==> config.mk <==
export PLATFORM = sky130hd
export DESIGN_NAME = fpss_ctrl
export DESIGN_NICKNAME = d
export VERILOG_FILES = /design/src/hw/rtl/fpss_pkg.sv /design/src/hw/rtl/fpss_ctrl.sv
export VERILOG_INCLUDE_DIRS = /design/src /design/src/hw/rtl
export SDC_FILE = /design/constraint.sdc
export NUM_CORES = 1
export LEC_CHECK = 0
export CELL_PAD_IN_SITES_DETAIL_PLACEMENT = 0
export CELL_PAD_IN_SITES_GLOBAL_PLACEMENT = 1
export CORE_ASPECT_RATIO = 1.75
export CORE_MARGIN = 8
export CORE_UTILIZATION = 40
export CTS_CLUSTER_SIZE = 20
export DETAILED_ROUTE_END_ITERATION = 10
export DONT_BUFFER_PORTS = 1
export PLACE_DENSITY_LB_ADDON = 0.3
export SYNTH_ARGS = -nofsm -noshare
export SYNTH_HDL_FRONTEND = slang
export SYNTH_SLANG_ARGS = --single-unit
==> constraint.sdc <==
create_clock -name aclk -period 2.96 [get_ports aclk]
set_clock_uncertainty 0.15 [all_clocks]
set_input_delay 0.296 -clock aclk [delete_from_list [all_inputs] [get_ports aclk]]
set_output_delay 0.296 -clock aclk [all_outputs]
set_load 0.1 [all_outputs]
==> src/hw/rtl/fractional_pid_sample_step_unit_defines.svh <==
// Assertion macros for the RTL files; fpss_ctrl.sv includes them.
`ifndef FRACTIONAL_PID_SAMPLE_STEP_UNIT_DEFINES_SVH
`define FRACTIONAL_PID_SAMPLE_STEP_UNIT_DEFINES_SVH
`ifndef SYNTHESIS
`define FPSS_ASSERT(name, clk, rstn, prop, msg) \
    name: assert property (@(posedge clk) disable iff (!rstn) prop) else $error(msg);
`define FPSS_NEVER(name, clk, rstn, prop, msg) \
    name: assert property (@(posedge clk) disable iff (!rstn) !(prop)) else $error(msg);
`else
`define FPSS_ASSERT(name, clk, rstn, prop, msg)
`define FPSS_NEVER(name, clk, rstn, prop, msg)
`endif
`endif

==> src/hw/rtl/fpss_pkg.sv <==
package fpss_pkg;

    localparam int MAX_SECTIONS_DEF  = 11;
    localparam int FRACTION_BITS_DEF = 28;

    localparam int DATA_W      = 48;
    localparam int ACC_W       = 50;
    localparam int EXT_W       = ACC_W - DATA_W;
    localparam int COEF_W      = 32;
    localparam int SEC_IDX_W   = 4;
    localparam int OUT_W       = 30;
    localparam int CFG_W       = 32;
    localparam int CFG_IDX_W   = 3;
    localparam int IN_TDATA_W  = 72;
    localparam int OUT_TDATA_W = 32;

    localparam logic [CFG_IDX_W-1:0] CFG_PROP_GAIN   = 3'd0;
    localparam logic [CFG_IDX_W-1:0] CFG_INTEG_GAIN  = 3'd1;
    localparam logic [CFG_IDX_W-1:0] CFG_DERIV_GAIN  = 3'd2;
    localparam logic [CFG_IDX_W-1:0] CFG_STEP_TIME   = 3'd3;
    localparam logic [CFG_IDX_W-1:0] CFG_JUMP_MARGIN = 3'd4;
    localparam logic [CFG_IDX_W-1:0] CFG_SECTIONS    = 3'd5;
    localparam logic [CFG_IDX_W-1:0] CFG_IFILT_GAIN  = 3'd6;
    localparam logic [CFG_IDX_W-1:0] CFG_DFILT_GAIN  = 3'd7;

    localparam logic [31:0] RST_PROP_GAIN   = 32'd268435456;
    localparam logic [31:0] RST_INTEG_GAIN  = 32'd0;
    localparam logic [31:0] RST_DERIV_GAIN  = 32'd0;
    localparam logic [30:0] RST_STEP_TIME   = 31'd2684355;
    localparam logic [30:0] RST_JUMP_MARGIN = 31'd161061274;
    localparam logic [3:0]  RST_SECTIONS    = 4'd6;
    localparam logic [31:0] RST_IFILT_GAIN  = 32'd268435456;
    localparam logic [31:0] RST_DFILT_GAIN  = 32'd268435456;

    localparam logic [1:0] COEF_B1 = 2'd0;
    localparam logic [1:0] COEF_B2 = 2'd1;
    localparam logic [1:0] COEF_A1 = 2'd2;
    localparam logic [1:0] COEF_A2 = 2'd3;

    localparam logic WORD_S0 = 1'b0;
    localparam logic WORD_S1 = 1'b1;

    typedef enum logic [1:0] {ASEL_X, ASEL_U, ASEL_Y, ASEL_T} asel_t;
    typedef enum logic [2:0] {
        CSEL_COEF, CSEL_FGAIN, CSEL_KI, CSEL_KD, CSEL_TS, CSEL_KP
    } csel_t;
    typedef enum logic [2:0] {
        DST_U, DST_T, DST_INTEG, DST_ACC_SET, DST_ACC_S1ADD, DST_ACC_ADD, DST_ACC_SUB
    } dst_t;

    typedef struct packed {
        logic                 take_sample;
        logic                 load_coef;
        logic                 mul_start;
        asel_t                a_sel;
        csel_t                c_sel;
        dst_t                 dst;
        logic                 rd_issue;
        logic [1:0]           cidx;
        logic                 rd_cap;
        logic [1:0]           cap_idx;
        logic                 y_load;
        logic                 mem_we;
        logic                 mem_word;
        logic                 u_from_y;
        logic                 acc_add_integ;
        logic                 out_load;
        logic                 sel;
        logic [SEC_IDX_W-1:0] sec;
    } cmd_t;

    typedef struct packed {
        logic                 mul_done;
        logic                 sample_item;
        logic                 out_free;
        logic [SEC_IDX_W-1:0] sec_last;
    } sts_t;

    function automatic logic signed [DATA_W-1:0] sat48(input logic signed [ACC_W-1:0] v);
        logic [EXT_W:0] top;
        top = v[ACC_W-1:DATA_W-1];
        if (top == '0 || top == '1) begin
            return v[DATA_W-1:0];
        end else if (v[ACC_W-1]) begin
            return {1'b1, {(DATA_W-1){1'b0}}};
        end else begin
            return {1'b0, {(DATA_W-1){1'b1}}};
        end
    endfunction

endpackage

==> src/hw/rtl/fpss_ctrl.sv <==
`include "fractional_pid_sample_step_unit_defines.svh"

module fpss_ctrl (
    input  logic           aclk,
    input  logic           aresetn,
    input  logic           s_tvalid,
    output logic           s_tready,
    input  fpss_pkg::sts_t sts,
    output fpss_pkg::cmd_t cmd
);
    import fpss_pkg::*;

    typedef enum logic [15:0] {
        ST_IDLE = 16'h0001,
        ST_GAIN = 16'h0002,
        ST_READ = 16'h0004,
        ST_YSUM = 16'h0008,
        ST_UB1  = 16'h0010,
        ST_YA1  = 16'h0020,
        ST_WS0  = 16'h0040,
        ST_UB2  = 16'h0080,
        ST_YA2  = 16'h0100,
        ST_WS1  = 16'h0200,
        ST_KI   = 16'h0400,
        ST_KD   = 16'h0800,
        ST_TS   = 16'h1000,
        ST_KP   = 16'h2000,
        ST_SUM  = 16'h4000,
        ST_OUT  = 16'h8000
    } state_t;

    state_t               state_reg, state_next;
    logic                 busy_reg, busy_next;
    logic [2:0]           rd_cnt_reg, rd_cnt_next;
    logic                 sel_reg, sel_next;
    logic [SEC_IDX_W-1:0] sec_reg, sec_next;
    logic                 is_mul, mul_fin;

    always_ff @(posedge aclk) begin
        if (!aresetn) begin
            state_reg  <= ST_IDLE;
            busy_reg   <= 1'b0;
            rd_cnt_reg <= '0;
            sel_reg    <= 1'b0;
            sec_reg    <= '0;
        end else begin
            state_reg  <= state_next;
            busy_reg   <= busy_next;
            rd_cnt_reg <= rd_cnt_next;
            sel_reg    <= sel_next;
            sec_reg    <= sec_next;
        end
    end

    assign is_mul = (state_reg == ST_GAIN) || (state_reg == ST_UB1) || (state_reg == ST_YA1)
                 || (state_reg == ST_UB2) || (state_reg == ST_YA2) || (state_reg == ST_KI)
                 || (state_reg == ST_KD) || (state_reg == ST_TS) || (state_reg == ST_KP);
    assign mul_fin = busy_reg && sts.mul_done;
    assign s_tready = (state_reg == ST_IDLE);

    always_comb begin
        state_next  = state_reg;
        busy_next   = busy_reg;
        rd_cnt_next = rd_cnt_reg;
        sel_next    = sel_reg;
        sec_next    = sec_reg;
        cmd         = '0;
        cmd.a_sel   = ASEL_U;
        cmd.c_sel   = CSEL_COEF;
        cmd.dst     = DST_U;
        cmd.sel     = sel_reg;
        cmd.sec     = sec_reg;

        if (is_mul) begin
            cmd.mul_start = !busy_reg;
            busy_next     = busy_reg ? !sts.mul_done : 1'b1;
        end

        unique case (state_reg)
            ST_IDLE: begin
                if (s_tvalid) begin
                    if (sts.sample_item) begin
                        cmd.take_sample = 1'b1;
                        sel_next        = 1'b0;
                        sec_next        = '0;
                        state_next      = ST_GAIN;
                    end else begin
                        cmd.load_coef = 1'b1;
                    end
                end
            end
            ST_GAIN: begin
                cmd.a_sel = ASEL_X;
                cmd.c_sel = CSEL_FGAIN;
                cmd.dst   = DST_U;
                if (mul_fin) begin
                    rd_cnt_next = '0;
                    state_next  = ST_READ;
                end
            end
            ST_READ: begin
                cmd.rd_issue = !rd_cnt_reg[2];
                cmd.cidx     = rd_cnt_reg[1:0];
                cmd.rd_cap   = (rd_cnt_reg != 3'd0);
                cmd.cap_idx  = 2'(rd_cnt_reg - 3'd1);
                rd_cnt_next  = rd_cnt_reg + 3'd1;
                if (rd_cnt_reg[2]) begin
                    state_next = ST_YSUM;
                end
            end
            ST_YSUM: begin
                cmd.y_load = 1'b1;
                state_next = ST_UB1;
            end
            ST_UB1: begin
                cmd.a_sel = ASEL_U;
                cmd.cidx  = COEF_B1;
                cmd.dst   = DST_ACC_S1ADD;
                if (mul_fin) begin
                    state_next = ST_YA1;
                end
            end
            ST_YA1: begin
                cmd.a_sel = ASEL_Y;
                cmd.cidx  = COEF_A1;
                cmd.dst   = DST_ACC_SUB;
                if (mul_fin) begin
                    state_next = ST_WS0;
                end
            end
            ST_WS0: begin
                cmd.mem_we   = 1'b1;
                cmd.mem_word = WORD_S0;
                state_next   = ST_UB2;
            end
            ST_UB2: begin
                cmd.a_sel = ASEL_U;
                cmd.cidx  = COEF_B2;
                cmd.dst   = DST_ACC_SET;
                if (mul_fin) begin
                    state_next = ST_YA2;
                end
            end
            ST_YA2: begin
                cmd.a_sel = ASEL_Y;
                cmd.cidx  = COEF_A2;
                cmd.dst   = DST_ACC_SUB;
                if (mul_fin) begin
                    state_next = ST_WS1;
                end
            end
            ST_WS1: begin
                cmd.mem_we   = 1'b1;
                cmd.mem_word = WORD_S1;
                cmd.u_from_y = 1'b1;
                if (sec_reg == sts.sec_last) begin
                    state_next = sel_reg ? ST_KD : ST_KI;
                end else begin
                    sec_next    = sec_reg + 1'b1;
                    rd_cnt_next = '0;
                    state_next  = ST_READ;
                end
            end
            ST_KI: begin
                cmd.a_sel = ASEL_U;
                cmd.c_sel = CSEL_KI;
                cmd.dst   = DST_T;
                if (mul_fin) begin
                    sel_next   = 1'b1;
                    sec_next   = '0;
                    state_next = ST_GAIN;
                end
            end
            ST_KD: begin
                cmd.a_sel = ASEL_U;
                cmd.c_sel = CSEL_KD;
                cmd.dst   = DST_ACC_SET;
                if (mul_fin) begin
                    state_next = ST_TS;
                end
            end
            ST_TS: begin
                cmd.a_sel = ASEL_T;
                cmd.c_sel = CSEL_TS;
                cmd.dst   = DST_INTEG;
                if (mul_fin) begin
                    state_next = ST_KP;
                end
            end
            ST_KP: begin
                cmd.a_sel = ASEL_X;
                cmd.c_sel = CSEL_KP;
                cmd.dst   = DST_ACC_ADD;
                if (mul_fin) begin
                    state_next = ST_SUM;
                end
            end
            ST_SUM: begin
                cmd.acc_add_integ = 1'b1;
                state_next        = ST_OUT;
            end
            ST_OUT: begin
                if (sts.out_free) begin
                    cmd.out_load = 1'b1;
                    state_next   = ST_IDLE;
                end
            end
            default: state_next = ST_IDLE;
        endcase
    end

    `FPSS_ASSERT(a_done_busy, aclk, aresetn, sts.mul_done |-> busy_reg, "product without request")
    `FPSS_ASSERT(a_out_free, aclk, aresetn, cmd.out_load |-> sts.out_free, "result overwritten")
    `FPSS_ASSERT(a_ready_quiet, aclk, aresetn, s_tready |-> !busy_reg, "ready with product due")
    `FPSS_NEVER(a_start_twice, aclk, aresetn, cmd.mul_start && busy_reg, "second product request")

endmodule

* Word level (Yosys, flattened, before mapping) *
Cells that the tools add are included.

cells by class
  reduce and logical (&&, ||, !) cells = 23
  $add $sub $neg = 3
  muxes and demuxes = 46
  eq/ne operators = 31

operator list
  cell                  count
  $pmux 16 s16          1
  $mux 16               13
  $ne 2x2->1 const B    13
  $mux 12               2
  $pmux 3 s6            1
  $eq 16x1->1 const B   1
  $eq 16x10->1 const B  1
  $eq 16x11->1 const B  1
  $eq 16x12->1 const B  1
  $eq 16x13->1 const B  1
  $eq 16x14->1 const B  1
  $eq 16x15->1 const B  1
  $eq 16x16->1 const B  1
  $eq 16x2->1 const B   1
  $eq 16x3->1 const B   1
  $eq 16x4->1 const B   1
  $eq 16x5->1 const B   1
  $eq 16x6->1 const B   1
  $eq 16x7->1 const B   1
  $eq 16x8->1 const B   1
  $eq 16x9->1 const B   1
  $mux 4                4
  $pmux 3 s5            1
  $mux 1                13
  23 further kinds      39

word-level totals
  input port bits = 10
  register bits after elaboration = 25
  output and inout port bits = 29

* Longest topological paths before layout *
  depth after elaboration = 10
  mapped depth = 9

* Least setup slack after synthesis *
Ideal clock, no wire load.

  path kind = reg-to-output
  start point = register state_reg[4]
  end point = output port cmd[9] in the netlist's numbering
  arrival time = 5.123 ns
  cell stages (with the launch flop) = 6
  buffers on the path = 2
  setup slack = -2.609 ns
  path through = dfxtp_1 > buf_2 > or4_1 > buf_2 > nor4_1 > or2_2

RTL lines
  what                    line             RTL
  from (decl)             fpss_ctrl.sv:32  state_t state_reg, state_next;
  from (signal assigned)  fpss_ctrl.sv:47  state_reg <= state_next;
  to (decl)               fpss_ctrl.sv:9   output fpss_pkg::cmd_t cmd

==> impl_metrics.py <==
metrics = {
    "outcome": {
        "status": "finished, violations left",
        "violations": "setup timing",
    },
    "synth": {
        "yosys-top-cells-count": "dfxtp_1 (25), nor2_1 (24), nand2_1 (17)",
        "yosysTopAreaCell": "dfxtp_1",
        "synth-adder-area-share": 0.02034,
        "synth.yosys.warnings": 0,
        "synth_xor_area_frac": 0.03322,
        "synthMuxAreaShare": 0.01085,
        "synth_simple_gate_area_frac": 0.4108,
        "synth_cell_types": 58,
        "synth-compound-area-share": 0.2000,
        "synth_top_family_by_area": "simple AND/OR/NAND/NOR gates",
        "yosys.area.top_type_share": 0.2712,
        "synth-seq-cells": 25,
        "synth_flop_cell": "dfxtp_1",
        "ys_seq_area_frac": 0.2712,
        "async_flop_share": 0,
        "syn_area_per_cell_um2": 8.166,
        "mappedNetlistArea_mm2": 0.001846,
        "yosysMostFrequentCell": "dfxtp_1",
        "synth_edf_count": 0,
        "post_synth_inst_count": 226,
        "synthesis.nets": 239,
        "synth_area_leaders": "dfxtp_1 (27%), nor2_1 (4.9%), nand2_1 (3.5%), nor4_4 (3.5%), nor4b_1 (3.3%)",
    },
    "setup_path": {
        "cp_max_fo": 4,
        "worst_ep_required_time_ns": 2.51,
        "crit_cells": 6,
        "crit_type": "reg2out",
        "reg2reg_from": "state_reg[8]$_SDFFE_PN0P_",
        "start_kind": "register",
        "critPathSlowestCell": "or4_4",
        "cp_common_cell": "or4_4",
        "max_stage_delay_ns": 0.53,
        "endpoint": "cmd[20]",
        "endpoint_kind": "output port",
        "reg2regPathDepth": 7,
        "crit_family": "simple AND/OR/NAND/NOR gates",
        "crit_chain": "or4_4 -> or4_4 -> or4_4 -> buf_6 -> nand3_4 -> buf_12",
        "crit_arrival_ns": 2.52,
        "cp-startpoint": "state_reg[8]$_SDFFE_PN0P_",
        "r2r_end": "state_reg[8]$_SDFFE_PN0P_",
        "cp_num_buf_inv": 2,
        "reg2reg_slack_ns": 0.13,
    },
    "timing": {
        "setup_viol": 1,
        "timing.slew.headroom": 0.5746,
        "finalCritPeriodShare": 1.001,
        "timing.final.hold_violations": 0,
        "worst_pin_slew_ns": 0.6281,
        "final.setup.worst_slack_ns": -0.001701,
        "layout_min_cycle_time_ns": 2.962,
        "slew_viol_final": 0,
        "timing.fmax_mhz": 337.6,
        "whs_ns": 0.01619,
        "rsz0062_at_grt": "yes",
    },
    "power": {
        "peakVddDrop_uv": 461.2,
        "switching_share": 0.4724,
        "netSwitchingPower_mw": 0.5766,
        "power_density_mw_per_mm2": 472.7,
        "p_comb_frac": 0.527,
        "finalPower_mw": 1.221,
        "seqPwrFrac": 0.307,
        "p_leak_nw": 1.077,
        "intPower_mw": 0.6441,
        "clkPwrFrac": 0.166,
    },
    "job": {
        "maxCapViolCount": 0,
    },
    "layout": {
        "drive_above_1_share": 0.3616,
        "area.growth.synth_to_final_pct": 39.93,
        "antennaDiodeCount": 0,
        "largest_reg_flops": 16,
        "fillers": 425,
        "nets": 285,
    },
    "global_routing": {
        "met3_usage": 0.02863,
        "use_met2": 0.3491,
        "grt_busiest_layer": "met2",
        "grt_overflow": 0,
        "antenna_found_initial": 0,
        "grt_pass1_wl_um": 10410,
        "grt_pass1_vias": 2101,
        "grt_max_degree": 15,
        "grt_usage": 0.1880,
        "met1_usage": 0.1768,
    },
    "placed_design": {
        "port_buffers": 0,
        "dp_hpwl_um": 5253,
        "place.gp.congestion": 0.9422,
    },
    "floorplanning": {
        "die_y_um": 105.9,
        "die_area_mm2": 0.007129,
        "ios": 39,
        "start_util": 0.4153,
        "fp.dieW_um": 67.35,
        "core_area_mm2": 0.004444,
        "placementRows": 32,
    },
    "clock_tree": {
        "numCtsBuffers": 3,
        "ctsRootBufferMaster": "clkbuf_8",
        "cts_tree": "done",
        "cts-htree-levels": 1,
        "clockBufferDepth": 2,
        "clock_latency_ns": 0.27,
        "cts_sinks": 25,
        "clk_pin_slew_ns": 0.09,
    },
    "drt": {
        "drt_first_pass_iters": 4,
        "post_drt_wl_per_cell_um": 20.43,
        "drt_iter0_markers": 110,
        "vias": 2036,
        "drc_errors": 0,
        "vias_per_cell": 6.323,
        "routed_wl_um": 6579,
        "ant_nets": 0,
    },
    "min_path": {
        "hold_class": "in2reg",
    },
}
-- kinds of logic after synthesis --
| kind of cell | count (synthesis) |
|---|---|
| XOR/XNOR | 7 |
| AO/OA/AOI/OAI | 48 |
| adder cells (fa/ha/maj) | 3 |
| multiplexers | 2 |
| buffers and inverters | 20 |
| AND/OR/NAND/NOR | 121 |
| flip-flops | 25 |
-- worst register-to-register path: cells and delay by family, from the launching register on --
kind                   cells  cell delay, ns
DFF                        1            0.35
AOI/OAI and AO/OA          3            0.81
and+or+nand+nor            3            1.30
buffers and inverters      1            0.15
-- layout make-up --
class | instances | area, um2 | area share
timing repair buffer | 53 | 599.3 | 0.2321
tap | 51 | 63.81 | 0.02471
multi-input combinational | 181 | 1338 | 0.5179
clock buffer | 3 | 41.29 | 0.01599
sequential | 25 | 505.5 | 0.1957
inverter | 8 | 30.03 | 0.01163
clock inverter | 1 | 5.005 | 0.001938
-- how the worst min path moves through the flow --
stage                    startpoint                    endpoint  slack (ns)  depth (start not counted)
3_3_place_gp                aresetn   state_reg[7]$_SDFFE_PN0P_        0.27                          1
3_5_place_dp                aresetn   state_reg[7]$_SDFFE_PN0P_        0.27                          1
4_1_cts                     aresetn     sec_reg[2]$_SDFFE_PN0P_        0.01                          1
5_1_grt                     aresetn     sec_reg[2]$_SDFFE_PN0P_       0.003                          1
6_report                    aresetn     sec_reg[2]$_SDFFE_PN0P_        0.02                          1
2_1_floorplan  sel_reg$_SDFFE_PN0P_  state_reg[11]$_SDFFE_PN0P_        0.32                          2
-- power groups by stage --
stage	Clock, mW	Combinational [mW]	Sequential (mW)
3_5_place_dp	0	0.610	0.382
2_1_floorplan	0	0.439	0.377
6_report	0.203	0.643	0.375
3_3_place_gp	0	0.610	0.381
5_1_grt	0.216	0.679	0.378
4_1_cts	0.204	0.629	0.374
-- per-layer routing --
layer,routed length (um),vias to the layer above,share of wire
met5,0,-,0
met4,384,0,0.058
met3,374,33,0.057
met2,3491,92,0.53
met1,2328,961,0.35
li1,-,950,-
-- layout by cell type (no fill, tap or decap), types with 3 or more instances in the layout --
master / Yosys / final
dfxtp_1: 25 / 23
a31oi_1: 3 / 3
nor4_1: 5 / 4
nand4_1: 8 / 8
or4_1: 7 / 3
inv_1: 7 / 7
nor4_4: 3 / 4
nor2b_1: 3 / 3
a22oi_1: 3 / 3
nor2_1: 24 / 15
o21ai_0: 7 / 6
nor3_1: 9 / 8
or4_4: 3 / 7
buf_12: 0 / 12
nand3_1: 9 / 8
nand2_1: 17 / 16
nor2_2: 0 / 7
buf_4: 3 / 36
nand2b_1: 7 / 7
nor3_2: 2 / 3
or2_2: 3 / 3
a21oi_1: 8 / 7
nor4_2: 3 / 3
o21a_1: 5 / 5
xor2_1: 5 / 5
clkbuf_8: 0 / 3
nor4b_1: 7 / 7
ha_1: 3 / 3
-- metrics by stage --
| step | util | setup WS (ns) | std cells | setup TNS, ns | area (um2) |
|---|---|---|---|---|---|
| final | 0.5811 | -0.001701 | 322 | -0.001701 | 2582 |
| after global routing | 0.5811 | -0.04359 | 322 | -0.1359 | 2582 |
| after CTS | 0.5788 | 0.005848 | 322 | 0 | 2572 |
| after detailed placement | 0.5552 | 0.07671 | 314 | 0 | 2467 |
| after global placement | 0.5552 | 0.1617 | 314 | 0 | 2467 |
| after floorplan | - | -0.4215 | 226 | -6.610 | 1931 |
-- what timing repair did --
| item | in CTS | in global routing |
|---|---|---|
| setup endpoints to repair | 4 | 6 |
| buffers inserted | 3 | 0 |
| hold buffers | 1 | 0 |
| pin swaps | 1 | 1 |
| gates resized for setup | 8 | 6 |
| endpoints found under the hold margin | 1 | 0 |
No activity file was read; power rests on OpenSTA's default activity.
